--- config.mk ---
export PLATFORM = sky130hd
export DESIGN_NAME = rgb_to_hsl_hwb_unit_flat
export DESIGN_NICKNAME = d
export VERILOG_FILES = /design/src/sv/rhh_pkg.sv /design/src/sv/rhh_if.sv /design/src/sv/rgb_to_hsl_hwb_unit.sv /design/src/sv/rhh_prep.sv /design/src/sv/rhh_cell.sv /design/src/flat_wrapper.sv
export SDC_FILE = /design/constraint.sdc
export NUM_CORES = 2
export LEC_CHECK = 0
export ABC_CLOCK_PERIOD_IN_PS = 10170
export BUFFER_PORTS_ARGS = -buffer_cell sky130_fd_sc_hd__buf_2
export CAP_MARGIN = 15
export CORE_UTILIZATION = 45
export DETAILED_ROUTE_END_ITERATION = 12
export PLACE_DENSITY = 0.72
export SLEW_MARGIN = 10
export SYNTH_ARGS = -nofsm -noshare
export SYNTH_HDL_FRONTEND = slang
export SYNTH_SLANG_ARGS = --single-unit
--- constraint.sdc ---
create_clock -name clock -period 10.17 [get_ports clock]
set_input_delay 0.5085 -clock clock [delete_from_list [all_inputs] [get_ports clock]]
set_output_delay 0.5085 -clock clock [all_outputs]
set_load 0.03 [all_outputs]
--- src/sv/rhh_pkg.sv ---
// ----------------------------------------------------------------------------
// rhh_pkg
// Shared constants and types for the RGB to HSL/HWB converter.
// ----------------------------------------------------------------------------
package rhh_pkg;

   localparam int HUE_FRAC_BITS_DEF  = 6;
   localparam int UNIT_FRAC_BITS_DEF = 12;

   localparam int BYTE_W = 8;
   localparam int HUE_W  = 15;
   localparam int UNIT_W = 13;
   localparam int DEN_W  = 10;

   localparam int NUM_LANES  = 2;
   localparam int LANE_SAT   = 0;
   localparam int LANE_HUE   = 1;

   // floor(y / 255) = (y * LIGHT_RECIP) >> LIGHT_SHIFT, exact for y < 2^24
   localparam logic [24:0] LIGHT_RECIP = 25'd16843010;
   localparam int          LIGHT_SHIFT = 32;

   localparam logic [8:0]       HALF_SUM   = 9'd255;
   localparam logic [8:0]       FULL_SUM   = 9'd510;

   typedef struct packed {
      logic [UNIT_W-1:0] light;
      logic [BYTE_W-1:0] mn;
      logic [BYTE_W-1:0] blk;
      logic              achro;
   } side_type;

endpackage

--- src/sv/rhh_if.sv ---
// ----------------------------------------------------------------------------
// rhh_req_if / rhh_rsp_if
// Valid/ready channels for pixel requests and conversion responses.
// ----------------------------------------------------------------------------
interface rhh_req_if;
   logic       valid;
   logic       ready;
   logic [7:0] red;
   logic [7:0] green;
   logic [7:0] blue;

   modport source (output valid, red, green, blue, input ready);
   modport sink   (input valid, red, green, blue, output ready);
endinterface

interface rhh_rsp_if;
   logic        valid;
   logic        ready;
   logic [14:0] hue;
   logic [12:0] saturation;
   logic [12:0] lightness;
   logic [7:0]  whiteness;
   logic [7:0]  blackness;
   logic        achromatic;

   modport source (output valid, hue, saturation, lightness, whiteness, blackness,
                   achromatic, input ready);
   modport sink   (input valid, hue, saturation, lightness, whiteness, blackness,
                   achromatic, output ready);
endinterface

--- src/sv/rgb_to_hsl_hwb_unit.sv ---
// ----------------------------------------------------------------------------
// rgb_to_hsl_hwb_unit
// Converts an 8-bit RGB pixel to HSL plus HWB whiteness and blackness.
// ----------------------------------------------------------------------------
// One pixel is accepted per clock while no stage stalls. A transaction passes
// QW + 2 register stages, with QW = max(UNIT_FRAC_BITS + 1, HUE_FRAC_BITS + 9)
// (15 at the defaults): one front stage that also forms lightness, a chain of
// QW restoring-division cells that each settle one quotient bit of hue and
// saturation, and the output register. Every stage holds its transaction only
// while the stage after it is full.
// ----------------------------------------------------------------------------
module rgb_to_hsl_hwb_unit #(
   parameter int HUE_FRAC_BITS  = rhh_pkg::HUE_FRAC_BITS_DEF,
   parameter int UNIT_FRAC_BITS = rhh_pkg::UNIT_FRAC_BITS_DEF
) (
   input logic      clock,
   input logic      reset,
   rhh_req_if.sink   req_if,
   rhh_rsp_if.source rsp_if
);
   import rhh_pkg::*;

   localparam int QW = (UNIT_FRAC_BITS + 1 > HUE_FRAC_BITS + 9) ?
                       UNIT_FRAC_BITS + 1 : HUE_FRAC_BITS + 9;
   localparam int RW = QW + DEN_W;

   logic                         vld_s  [0:QW];
   logic                         en_s   [0:QW];
   logic [NUM_LANES-1:0][RW-1:0] rem_s  [0:QW];
   logic [NUM_LANES-1:0][RW-1:0] dv_s   [0:QW];
   logic [NUM_LANES-1:0][QW-1:0] q_s    [0:QW];
   side_type                     side_s [0:QW];

   logic [QW-1:0] hue_q, hue_w, full_turn;
   logic          out_en;
   logic          vld_ff;
   logic [HUE_W-1:0]  hue_ff, hue_in;
   logic [UNIT_W-1:0] sat_ff, sat_in;
   side_type          side_ff;

   rhh_prep #(
      .HFB (HUE_FRAC_BITS),
      .UFB (UNIT_FRAC_BITS),
      .QW  (QW),
      .RW  (RW)
   ) u_prep (
      .clock  (clock),
      .reset  (reset),
      .vld_i  (req_if.valid),
      .red    (req_if.red),
      .green  (req_if.green),
      .blue   (req_if.blue),
      .dn_en  (en_s[0]),
      .up_en  (req_if.ready),
      .vld_o  (vld_s[0]),
      .rem_o  (rem_s[0]),
      .dv_o   (dv_s[0]),
      .side_o (side_s[0])
   );

   assign q_s[0] = '0;

   for (genvar k = 1; k <= QW; k++) begin : g_cell
      rhh_cell #(
         .QW (QW),
         .RW (RW)
      ) u_cell (
         .clock  (clock),
         .reset  (reset),
         .dn_en  (en_s[k]),
         .up_en  (en_s[k-1]),
         .vld_i  (vld_s[k-1]),
         .rem_i  (rem_s[k-1]),
         .dv_i   (dv_s[k-1]),
         .q_i    (q_s[k-1]),
         .side_i (side_s[k-1]),
         .vld_o  (vld_s[k]),
         .rem_o  (rem_s[k]),
         .dv_o   (dv_s[k]),
         .q_o    (q_s[k]),
         .side_o (side_s[k])
      );
   end

   assign out_en    = !vld_ff || rsp_if.ready;
   assign en_s[QW]  = out_en;
   assign full_turn = QW'(360) << HUE_FRAC_BITS;
   assign hue_q     = q_s[QW][LANE_HUE];
   assign hue_w     = (hue_q >= full_turn) ? hue_q - full_turn : hue_q;
   assign hue_in    = side_s[QW].achro ? '0 : HUE_W'(hue_w);
   assign sat_in    = side_s[QW].achro ? '0 : UNIT_W'(q_s[QW][LANE_SAT]);

   always_ff @(posedge clock) begin
      if (reset) begin
         vld_ff <= 1'b0;
      end else if (out_en) begin
         vld_ff <= vld_s[QW];
      end
   end

   always_ff @(posedge clock) begin
      if (out_en) begin
         hue_ff   <= hue_in;
         sat_ff   <= sat_in;
         side_ff  <= side_s[QW];
      end
   end

   assign rsp_if.valid      = vld_ff;
   assign rsp_if.hue        = hue_ff;
   assign rsp_if.saturation = sat_ff;
   assign rsp_if.lightness  = side_ff.light;
   assign rsp_if.whiteness  = side_ff.mn;
   assign rsp_if.blackness  = side_ff.blk;
   assign rsp_if.achromatic = side_ff.achro;

   a_achro_zero: assert property (@(posedge clock) disable iff (reset)
      rsp_if.valid && rsp_if.achromatic |-> rsp_if.hue == '0 && rsp_if.saturation == '0)
      else $error("achromatic response with nonzero hue or saturation");

   a_min_max: assert property (@(posedge clock) disable iff (reset)
      rsp_if.valid |-> ({1'b0, rsp_if.whiteness} + {1'b0, rsp_if.blackness}) <= 9'd255)
      else $error("whiteness exceeds maximum channel");

   a_front_load: assert property (@(posedge clock) disable iff (reset)
      req_if.valid && req_if.ready |=> vld_s[0])
      else $error("accepted transaction lost at front stage");

endmodule

--- src/sv/rhh_prep.sv ---
// ----------------------------------------------------------------------------
// rhh_prep
// Front stage: min/max, lightness, sector numerator and divider operands.
// ----------------------------------------------------------------------------
module rhh_prep #(
   parameter int HFB = rhh_pkg::HUE_FRAC_BITS_DEF,
   parameter int UFB = rhh_pkg::UNIT_FRAC_BITS_DEF,
   parameter int QW  = 19,
   parameter int RW  = 29
) (
   input  logic                                     clock,
   input  logic                                     reset,
   input  logic                                     vld_i,
   input  logic [7:0]                               red,
   input  logic [7:0]                               green,
   input  logic [7:0]                               blue,
   input  logic                                     dn_en,
   output logic                                     up_en,
   output logic                                     vld_o,
   output logic [rhh_pkg::NUM_LANES-1:0][RW-1:0]    rem_o,
   output logic [rhh_pkg::NUM_LANES-1:0][RW-1:0]    dv_o,
   output rhh_pkg::side_type                        side_o
);
   import rhh_pkg::*;

   logic [7:0]  mx, mn, d;
   logic [8:0]  s, sden;
   logic [10:0] d11, six;
   logic [17:0] hue60;
   logic [24:0] lt_x;
   logic [48:0] lt_p;
   logic [NUM_LANES-1:0][RW-1:0] rem_in, dv_in;
   logic [NUM_LANES-1:0][RW-1:0] rem_ff, dv_ff;
   side_type side_in, side_ff;
   logic vld_ff;

   always_comb begin
      mx = red;
      mn = red;
      if (green > mx) mx = green;
      if (blue > mx) mx = blue;
      if (green < mn) mn = green;
      if (blue < mn) mn = blue;
      d    = mx - mn;
      s    = {1'b0, mx} + {1'b0, mn};
      sden = (s <= HALF_SUM) ? s : FULL_SUM - s;
      d11  = {3'b0, d};
      if (mx == red) begin
         if (green >= blue) six = {3'b0, green - blue};
         else six = 11'(d11 * 11'd6) - {3'b0, blue - green};
      end else if (mx == green) begin
         six = 11'(d11 * 11'd2) + {3'b0, blue} - {3'b0, red};
      end else begin
         six = 11'(d11 * 11'd4) + {3'b0, red} - {3'b0, green};
      end
      hue60 = 18'({7'b0, six} * 18'd120);

      // lightness = floor((s * 2^UFB + 255) / 510), halved then divided by 255
      lt_x = (25'(s) << UFB) + 25'd255;
      lt_p = 49'({25'b0, lt_x[24:1]} * 49'(LIGHT_RECIP));

      rem_in[LANE_SAT]   = (RW'(d) << (UFB + 1)) + RW'(sden);
      dv_in[LANE_SAT]    = RW'({sden, 1'b0}) << (QW - 1);
      rem_in[LANE_HUE]   = (RW'(hue60) << HFB) + RW'(d);
      dv_in[LANE_HUE]    = RW'({d, 1'b0}) << (QW - 1);

      side_in.light = UNIT_W'(lt_p >> LIGHT_SHIFT);
      side_in.mn    = mn;
      side_in.blk   = 8'd255 - mx;
      side_in.achro = (d == 8'd0);
   end

   assign up_en = !vld_ff || dn_en;

   always_ff @(posedge clock) begin
      if (reset) begin
         vld_ff <= 1'b0;
      end else if (up_en) begin
         vld_ff <= vld_i;
      end
   end

   always_ff @(posedge clock) begin
      if (up_en) begin
         rem_ff  <= rem_in;
         dv_ff   <= dv_in;
         side_ff <= side_in;
      end
   end

   assign vld_o  = vld_ff;
   assign rem_o  = rem_ff;
   assign dv_o   = dv_ff;
   assign side_o = side_ff;

endmodule

--- src/sv/rhh_cell.sv ---
// ----------------------------------------------------------------------------
// rhh_cell
// One restoring-division step for all lanes; yields one quotient bit each.
// ----------------------------------------------------------------------------
module rhh_cell #(
   parameter int QW = 19,
   parameter int RW = 29
) (
   input  logic                                  clock,
   input  logic                                  reset,
   input  logic                                  dn_en,
   output logic                                  up_en,
   input  logic                                  vld_i,
   input  logic [rhh_pkg::NUM_LANES-1:0][RW-1:0] rem_i,
   input  logic [rhh_pkg::NUM_LANES-1:0][RW-1:0] dv_i,
   input  logic [rhh_pkg::NUM_LANES-1:0][QW-1:0] q_i,
   input  rhh_pkg::side_type                     side_i,
   output logic                                  vld_o,
   output logic [rhh_pkg::NUM_LANES-1:0][RW-1:0] rem_o,
   output logic [rhh_pkg::NUM_LANES-1:0][RW-1:0] dv_o,
   output logic [rhh_pkg::NUM_LANES-1:0][QW-1:0] q_o,
   output rhh_pkg::side_type                     side_o
);
   import rhh_pkg::*;

   logic [NUM_LANES-1:0][RW-1:0] rem_in, dv_in, rem_ff, dv_ff;
   logic [NUM_LANES-1:0][QW-1:0] q_in, q_ff;
   side_type side_ff;
   logic vld_ff;

   always_comb begin
      for (int l = 0; l < NUM_LANES; l++) begin
         if (rem_i[l] >= dv_i[l]) begin
            rem_in[l] = rem_i[l] - dv_i[l];
            q_in[l]   = {q_i[l][QW-2:0], 1'b1};
         end else begin
            rem_in[l] = rem_i[l];
            q_in[l]   = {q_i[l][QW-2:0], 1'b0};
         end
         dv_in[l] = dv_i[l] >> 1;
      end
   end

   assign up_en = !vld_ff || dn_en;

   always_ff @(posedge clock) begin
      if (reset) begin
         vld_ff <= 1'b0;
      end else if (up_en) begin
         vld_ff <= vld_i;
      end
   end

   always_ff @(posedge clock) begin
      if (up_en) begin
         rem_ff  <= rem_in;
         dv_ff   <= dv_in;
         q_ff    <= q_in;
         side_ff <= side_i;
      end
   end

   assign vld_o  = vld_ff;
   assign rem_o  = rem_ff;
   assign dv_o   = dv_ff;
   assign q_o    = q_ff;
   assign side_o = side_ff;

endmodule
--- src/flat_wrapper.sv ---
// flat-port wrapper written by rule: the top's interface ports become plain ports
module rgb_to_hsl_hwb_unit_flat import rhh_pkg::*;
#(
   parameter int HUE_FRAC_BITS  = rhh_pkg::HUE_FRAC_BITS_DEF,
   parameter int UNIT_FRAC_BITS = rhh_pkg::UNIT_FRAC_BITS_DEF
)
  (clock, reset, req_if_valid, req_if_red, req_if_green, req_if_blue, req_if_ready, rsp_if_valid, rsp_if_hue, rsp_if_saturation, rsp_if_lightness, rsp_if_whiteness, rsp_if_blackness, rsp_if_achromatic, rsp_if_ready);
  rhh_req_if req_if_i ();
  rhh_rsp_if rsp_if_i ();
  input logic clock;
  input logic reset;
  input wire logic [$bits(req_if_i.valid)-1:0] req_if_valid;
  input wire logic [$bits(req_if_i.red)-1:0] req_if_red;
  input wire logic [$bits(req_if_i.green)-1:0] req_if_green;
  input wire logic [$bits(req_if_i.blue)-1:0] req_if_blue;
  output wire logic [$bits(req_if_i.ready)-1:0] req_if_ready;
  output wire logic [$bits(rsp_if_i.valid)-1:0] rsp_if_valid;
  output wire logic [$bits(rsp_if_i.hue)-1:0] rsp_if_hue;
  output wire logic [$bits(rsp_if_i.saturation)-1:0] rsp_if_saturation;
  output wire logic [$bits(rsp_if_i.lightness)-1:0] rsp_if_lightness;
  output wire logic [$bits(rsp_if_i.whiteness)-1:0] rsp_if_whiteness;
  output wire logic [$bits(rsp_if_i.blackness)-1:0] rsp_if_blackness;
  output wire logic [$bits(rsp_if_i.achromatic)-1:0] rsp_if_achromatic;
  input wire logic [$bits(rsp_if_i.ready)-1:0] rsp_if_ready;
  assign req_if_i.valid = req_if_valid;
  assign req_if_i.red = req_if_red;
  assign req_if_i.green = req_if_green;
  assign req_if_i.blue = req_if_blue;
  assign req_if_ready = req_if_i.ready;
  assign rsp_if_valid = rsp_if_i.valid;
  assign rsp_if_hue = rsp_if_i.hue;
  assign rsp_if_saturation = rsp_if_i.saturation;
  assign rsp_if_lightness = rsp_if_i.lightness;
  assign rsp_if_whiteness = rsp_if_i.whiteness;
  assign rsp_if_blackness = rsp_if_i.blackness;
  assign rsp_if_achromatic = rsp_if_i.achromatic;
  assign rsp_if_i.ready = rsp_if_ready;
  rgb_to_hsl_hwb_unit #(.HUE_FRAC_BITS(HUE_FRAC_BITS), .UNIT_FRAC_BITS(UNIT_FRAC_BITS)) u_core (.clock(clock), .reset(reset), .req_if(req_if_i), .rsp_if(rsp_if_i));
endmodule
# Word level (Yosys, flattened, before mapping)
# Index checks and enable logic that the tools add are counted.
[word_totals]
reg_bits = 1771
in_bits = 28
out_inout_bits = 60
elab_cells = 360
[op_classes]
add_sub_neg = 43
multipliers = 3
magnitude_cmp = 37
n_eq_ne = 2
n_mux = 65
n_reduce_logical = 35
[ops]
columns = ["cell", "count"]
rows = [
  ["25-bit 2-to-1 mux", 28],
  ["25-bit by 10-bit >= comparator with 1-bit output", 2],
  ["25-bit by 11-bit >= comparator with 1-bit output", 2],
  ["25-bit by 12-bit >= comparator with 1-bit output", 2],
  ["25-bit by 13-bit >= comparator with 1-bit output", 2],
  ["25-bit by 14-bit >= comparator with 1-bit output", 2],
  ["25-bit by 15-bit >= comparator with 1-bit output", 2],
  ["25-bit by 16-bit >= comparator with 1-bit output", 2],
  ["25-bit by 17-bit >= comparator with 1-bit output", 2],
  ["25-bit by 18-bit >= comparator with 1-bit output", 2],
  ["25-bit by 19-bit >= comparator with 1-bit output", 2],
  ["25-bit by 20-bit >= comparator with 1-bit output", 2],
  ["25-bit by 21-bit >= comparator with 1-bit output", 2],
  ["25-bit by 22-bit >= comparator with 1-bit output", 2],
  ["25-bit by 23-bit >= comparator with 1-bit output", 2],
  ["25-bit by 11-bit subtractor with 25-bit output", 2],
  ["25-bit by 12-bit subtractor with 25-bit output", 2],
  ["25-bit by 13-bit subtractor with 25-bit output", 2],
  ["25-bit by 14-bit subtractor with 25-bit output", 2],
  ["25-bit by 15-bit subtractor with 25-bit output", 2],
  ["25-bit by 16-bit subtractor with 25-bit output", 2],
  ["25-bit by 17-bit subtractor with 25-bit output", 2],
  ["25-bit by 18-bit subtractor with 25-bit output", 2],
  ["25-bit by 19-bit subtractor with 25-bit output", 2],
  ["37 further kinds", 111],
]

# Longest topological paths before layout
[depth]
depth_word = 18
ltp_mapped = 52
ltp_nobuf = 47

# Modules after synthesis
# A second synthesis with hierarchy kept.
[hier_totals]
hier_cells = 11275
hier_area_um2 = 134846.8
[modules_own_cells]
columns = ["mod", "n_inst", "cells_per_inst", "area_per_inst_um2", "seq_area_each_um2"]
rows = [
  ["rhh_cell at u_core.g_cell[10].u_cell ...", 7, 661, 7988.9, 4764.6],
  ["rhh_cell at u_core.g_cell[4].u_cell ...", 6, 692, 8449.4, 4764.6],
  ["rhh_cell at u_core.g_cell[11].u_cell ...", 2, 682, 8354.3, 4764.6],
  ["rhh_prep", 1, 1007, 9326.4, 1851.8],
  ["rgb_to_hsl_hwb_unit", 1, 125, 2193.4, 1761.7],
]

# Worst setup path after synthesis
# Ideal clock, no wire load.
[synth_timing]
path_kind = "input port to flip-flop"
start = "in req_if_green[1]"
end = "reg u_core.u_prep.rem_ff, in the netlist u_core.u_prep.rem_o[48] (data pin)"
setup_ns = 0.265
arrival_time_ns = 9.580
required_ns = 9.905
path_slack_ns = 0.325
path_stages = 46
path_buffers = 4
path_cell_list = "inv_1 ha_1 nor2b_1 o211ai_1 a211o_1 and2_1 clkbuf_1 clkbuf_1 nor2_1 a21oi_1 ha_1 a21o_1 a22oi_1 a31oi_2 and2_1 buf_2 clkbuf_1 o21a_1 [10 not listed] nand2_1 o21ai_0 o21ai_0 fa_1 fa_1 inv_1 ha_1 a21o_1 a21oi_1 o21bai_1 a21oi_1 nor2b_1 o21a_1 o21ai_0 nand2b_1 a21oi_1 o21ai_0 xor2_1"
[synth_via]
elab_chain_cells = 11
elab_cells_between_ends = 25
cone_classes = "add/sub: 9; mul: 2; order compare: 5; eq/ne: 2; mux: 7"
[synth_rtl]
columns = ["element", "line_no", "source"]
rows = [
  ["start, declared", "flat_wrapper.sv:14", "input wire logic [$bits(req_if_i.green)-1:0] req_if_green;"],
  ["8-bit > comparator or 8-bit < comparator (tied branches)", "rhh_prep.sv:40, rhh_prep.sv:42", ""],
  ["8-bit 2-to-1 mux, on equally long branches", "rhh_prep.sv:40, rhh_prep.sv:42", ""],
  ["8-bit > comparator or 8-bit < comparator (tied branches)", "rhh_prep.sv:41, rhh_prep.sv:43", ""],
  ["8-bit 2-to-1 mux, on equally long branches", "rhh_prep.sv:41, rhh_prep.sv:43", ""],
  ["8-bit subtractor *", "rhh_prep.sv:44", "d = mx - mn;"],
  ["named net u_core.u_prep.d[2]", "rhh_prep.sv:26", "logic [7:0] mx, mn, d;"],
  ["8-bit by 2-bit multiplier with 10-bit output (tied with other cells)", "rhh_prep.sv:50", "else six = 11'(d11 * 11'd6) - {3'b0, blue - green};"],
  ["11-bit by 8-bit subtractor with 11-bit output (tied with other cells)", "rhh_prep.sv:50", ""],
  ["11-bit 2-to-1 mux, on equally long branches", "rhh_prep.sv:49, rhh_prep.sv:51", ""],
  ["11-bit 2-to-1 mux *", "rhh_prep.sv:48", "if (mx == red) begin"],
  ["11-bit by 4-bit multiplier with 15-bit output *", "rhh_prep.sv:56", "hue60 = 18'({7'b0, six} * 18'd120);"],
  ["named net u_core.u_prep.hue60[17]", "rhh_prep.sv:29", "logic [17:0] hue60;"],
  ["24-bit by 8-bit adder with 25-bit output *", "rhh_prep.sv:64", "rem_in[LANE_HUE] = (RW'(hue60) << HFB) + RW'(d);"],
  ["end signal, assigned", "rhh_prep.sv:85", "rem_ff <= rem_in;"],
  ["end, declared", "rhh_prep.sv:33", "logic [NUM_LANES-1:0][RW-1:0] rem_ff, dv_ff;"],
]
# The timed path passes the listed nets; every way through them passes the cells marked *.
# A chain may end at the register's enable or synchronous reset.

# Worst setup path in the final report
[layout_timing]
start = "in req_if_red[1]"
end = "reg u_core.u_prep.rem_ff, in the netlist u_core.u_prep.rem_o[48] (data pin)"
[layout_via]
elab_chain_cells = 11
elab_cells_between_ends = 22
cone_classes = "add/sub: 7; mul: 2; order compare: 4; eq/ne: 2; mux: 7"
[layout_rtl]
columns = ["element", "line_no", "source"]
rows = [
  ["start, declared", "flat_wrapper.sv:13", "input wire logic [$bits(req_if_i.red)-1:0] req_if_red;"],
  ["8-bit < comparator", "rhh_prep.sv:42", "if (green < mn) mn = green;"],
  ["8-bit 2-to-1 mux *", "rhh_prep.sv:42", ""],
  ["8-bit < comparator", "rhh_prep.sv:43", "if (blue < mn) mn = blue;"],
  ["8-bit 2-to-1 mux *", "rhh_prep.sv:43", ""],
  ["named net u_core.u_prep.mn[0]", "rhh_prep.sv:26", ""],
  ["8-bit subtractor *", "rhh_prep.sv:44", ""],
  ["8-bit by 2-bit multiplier with 10-bit output (tied with other cells)", "rhh_prep.sv:50", ""],
  ["11-bit by 8-bit subtractor with 11-bit output (tied with other cells)", "rhh_prep.sv:50", ""],
  ["11-bit 2-to-1 mux, on equally long branches", "rhh_prep.sv:49, rhh_prep.sv:51", ""],
  ["11-bit 2-to-1 mux *", "rhh_prep.sv:48", ""],
  ["11-bit by 4-bit multiplier with 15-bit output *", "rhh_prep.sv:56", ""],
  ["named net u_core.u_prep.hue60[17]", "rhh_prep.sv:29", ""],
  ["24-bit by 8-bit adder with 25-bit output *", "rhh_prep.sv:64", ""],
]
# Marked as above.

==> reports/qor.yml <==
grt-ovfl-total: 0
synth_ff_type: "edfxtp_1"
failed_checks: "design-rule violations"
num_rows: 144
io_buffers: 87
cts_buffer_depth: 3
crit_type: "in -> reg"
hold_buffers: 1
ant_nets: 0
fillCellCount: 12600
synthTopCellsByCount: "edfxtp_1 (1487), inv_1 (545), ha_1 (433)"
vias_per_cell: 5.10
setup_tns_ns: 0
finalNonFillerCells: 7693
path_clk_slew_ns: 0.06
final-seq-area_sq_um: 45000
place_inst: 7416
slew_viol_final: 0
synthTopCellsByArea: "edfxtp_1 (64%), ha_1 (7.7%), xnor2_1 (3.3%)"
synth-seq-cells: 1504
track_usage_pct: 15.4
synth_largest_area_cell: "edfxtp_1"
multi_input_area_sq_um: 22900
drtPass1Iterations: 11
cpPeakStageDelay_ns: 0.53
yosys_warnings: 0
synth_nets: 5757
hold_viol: 0
grt_pass1_wl_um: 196000
drc: 8
ios: 88
antenna_found_initial: 2
root_buffer: "clkbuf_16"
fmax_mhz: 110
grt_max_degree: 92
crit_path_frequent_cell: "ha_1"
place_ws_ns: 0.428
period_share_pct: 89.3
seq_area_frac_synth_pct: 64.1
min_period_ns: 9.08
fin_util_pct: 51.0
cpMaxStageDelayCell: "fa_1"
hold_class: "in -> reg"
synth_top_family_by_area: "adder cells"
layout.nets: 6053
relSlewSlack_pct: 23.4
syn_area_sq_um: 70100
synth_xor_area_share_pct: 5.22
cts_tree: "done"
gp_congestion: 0.899
vias: 39200
cts_setup_buffers: 0
clock_skew_ns: 0.0357
synth-simple-area-share_pct: 9.25
wl_per_cell_um: 15.6
yosysUniqueCellTypes: 101
setup_viol: 0
synth_top_area_share_pct: 63.7
die_w_um: 397
synth_area_per_cell_sq_um: 13.4
clock-sinks: 1504
yosysMostFrequentCell: "edfxtp_1"
synth_cells: 5231
drt_iter0_drc: 1916
synth_compound_area_share_pct: 7.63
cts_resized: 0
clk_latency_ns: 0.77
drt-total-wl_um: 120000
synth-edff-count: 1487
die_h_um: 397
postLayoutSetupSlackWorst_ns: 1.09
worst_ep_arrival_time_ns: 9.59
outcome: "complete, but fails checks"
endpoint_kind: "flip-flop"
rsz0062_at_grt: "false"
htreeDepth: 4
cts_inserted_buffers: 149
startpoint_type: "input pin"
hpwl_um: 87300
grt_pass1_vias: 40100
fp.dieArea_sq_um: 157000
core_sq_um: 154000
synth_fa_ha_area_share_pct: 9.60
path_max_fanout: 7
start_util_pct: 45.4
worstMarginPinSlew_ns: 1.15
crit_required_ns: 10.68
reg2reg_slack_ns: 5.39
final_layout_size_suffix_gt1_share_pct: 8.87
muxShareOfSynthArea_pct: 0.824
async_flop_share_pct: 0
cap_violations: 0
area_growth_pct: 12.4
metrics by stage:
stage | hold WS (ns) | cell area [sq um]
floorplan | 0.400 | 70100
global placement | 0.400 | 73900
detailed placement | 0.405 | 73900
CTS | 0.0376 | 78800
global route | 0.102 | 78800
finish | 0.109 | 78800
layer usage:
| layer | GRT usage [%] | part of all wire [%] | vias to the layer above |
|---|---|---|---|
| met5 | 0 | 0 | - |
| met1 | 17.4 | 41 | 18800 |
| met2 | 28.9 | 53 | 576 |
| met3 | 2.35 | 3.0 | 219 |
| li1 | - | - | 19600 |
| met4 | 5.69 | 2.8 | 0 |
state kept, by name, summed over array words and instances, names as in the netlist, 14 cells and up:
register	cells
u_core.g_cell.u_cell.rem_o	554
u_core.g_cell.u_cell.side_o	450
u_core.g_cell.u_cell.q_o	211
u_core.g_cell.u_cell.dv_o	153
u_core.u_prep.side_o	30
u_core.u_prep.rem_o	17
u_core.g_cell.u_cell.vld_o	15
u_core.rsp_if.hue	15
u_core.u_prep.dv_o	14
placed cells by master, fill, tap and decap left out, types with 107 or more instances in the layout:
cell type / n
nor2b_1: 107
ha_1: 433
edfxtp_1: 1487
xnor2_1: 265
nand2_1: 281
inv_1: 538
buf_4: 122
xor2_1: 151
nor2_1: 321
a21oi_1: 253
clkbuf_16: 153
o21ai_0: 223
worst paths after layout:
kind | start | endpoint | cells past startpoint
setup / recovery | req_if_red[1] | u_core.u_prep.rem_o[48] | 45
hold / removal | rsp_if_ready | u_core.rsp_if.valid | 4
setup reg to reg | u_core.rsp_if.valid | u_core.u_prep.dv_o[20] | 9
hold reg to reg | u_core.g_cell[9].u_cell.q_o[3] | u_core.g_cell[10].u_cell.q_o[4] | 0
layout make-up:
cell class	count	area share, %
antenna	1	0.00318
timing repair buffer	212	1.75
tap	2044	3.24
sequential	1504	57.1
multi-input combinational	3111	29.1
clock inverter	87	1.17
inverter	549	2.63
clock buffer	185	5.01
critical path: cells and delay by family:
| family | cells | cell delay, ns |
|---|---|---|
| compound gates | 14 | 2.42 |
| xor+xnor | 4 | 0.62 |
| fa+ha+maj | 9 | 3.21 |
| buf+inv | 7 | 0.78 |
| mux | 4 | 0.89 |
| simple gates | 7 | 1.14 |
kinds of logic after synthesis:
logic type                 Yosys count
xor gates and xnor gates           417
and+or+nand+nor                   1277
DFF                               1504
buffers and inverters              616
AOI/OAI and AO/OA                  863
muxes                               55
adders and majority gates          499
Power is left out: the tool's default activity adds up to more than one toggle a clock period on the data nets, which glitch-free logic cannot reach.
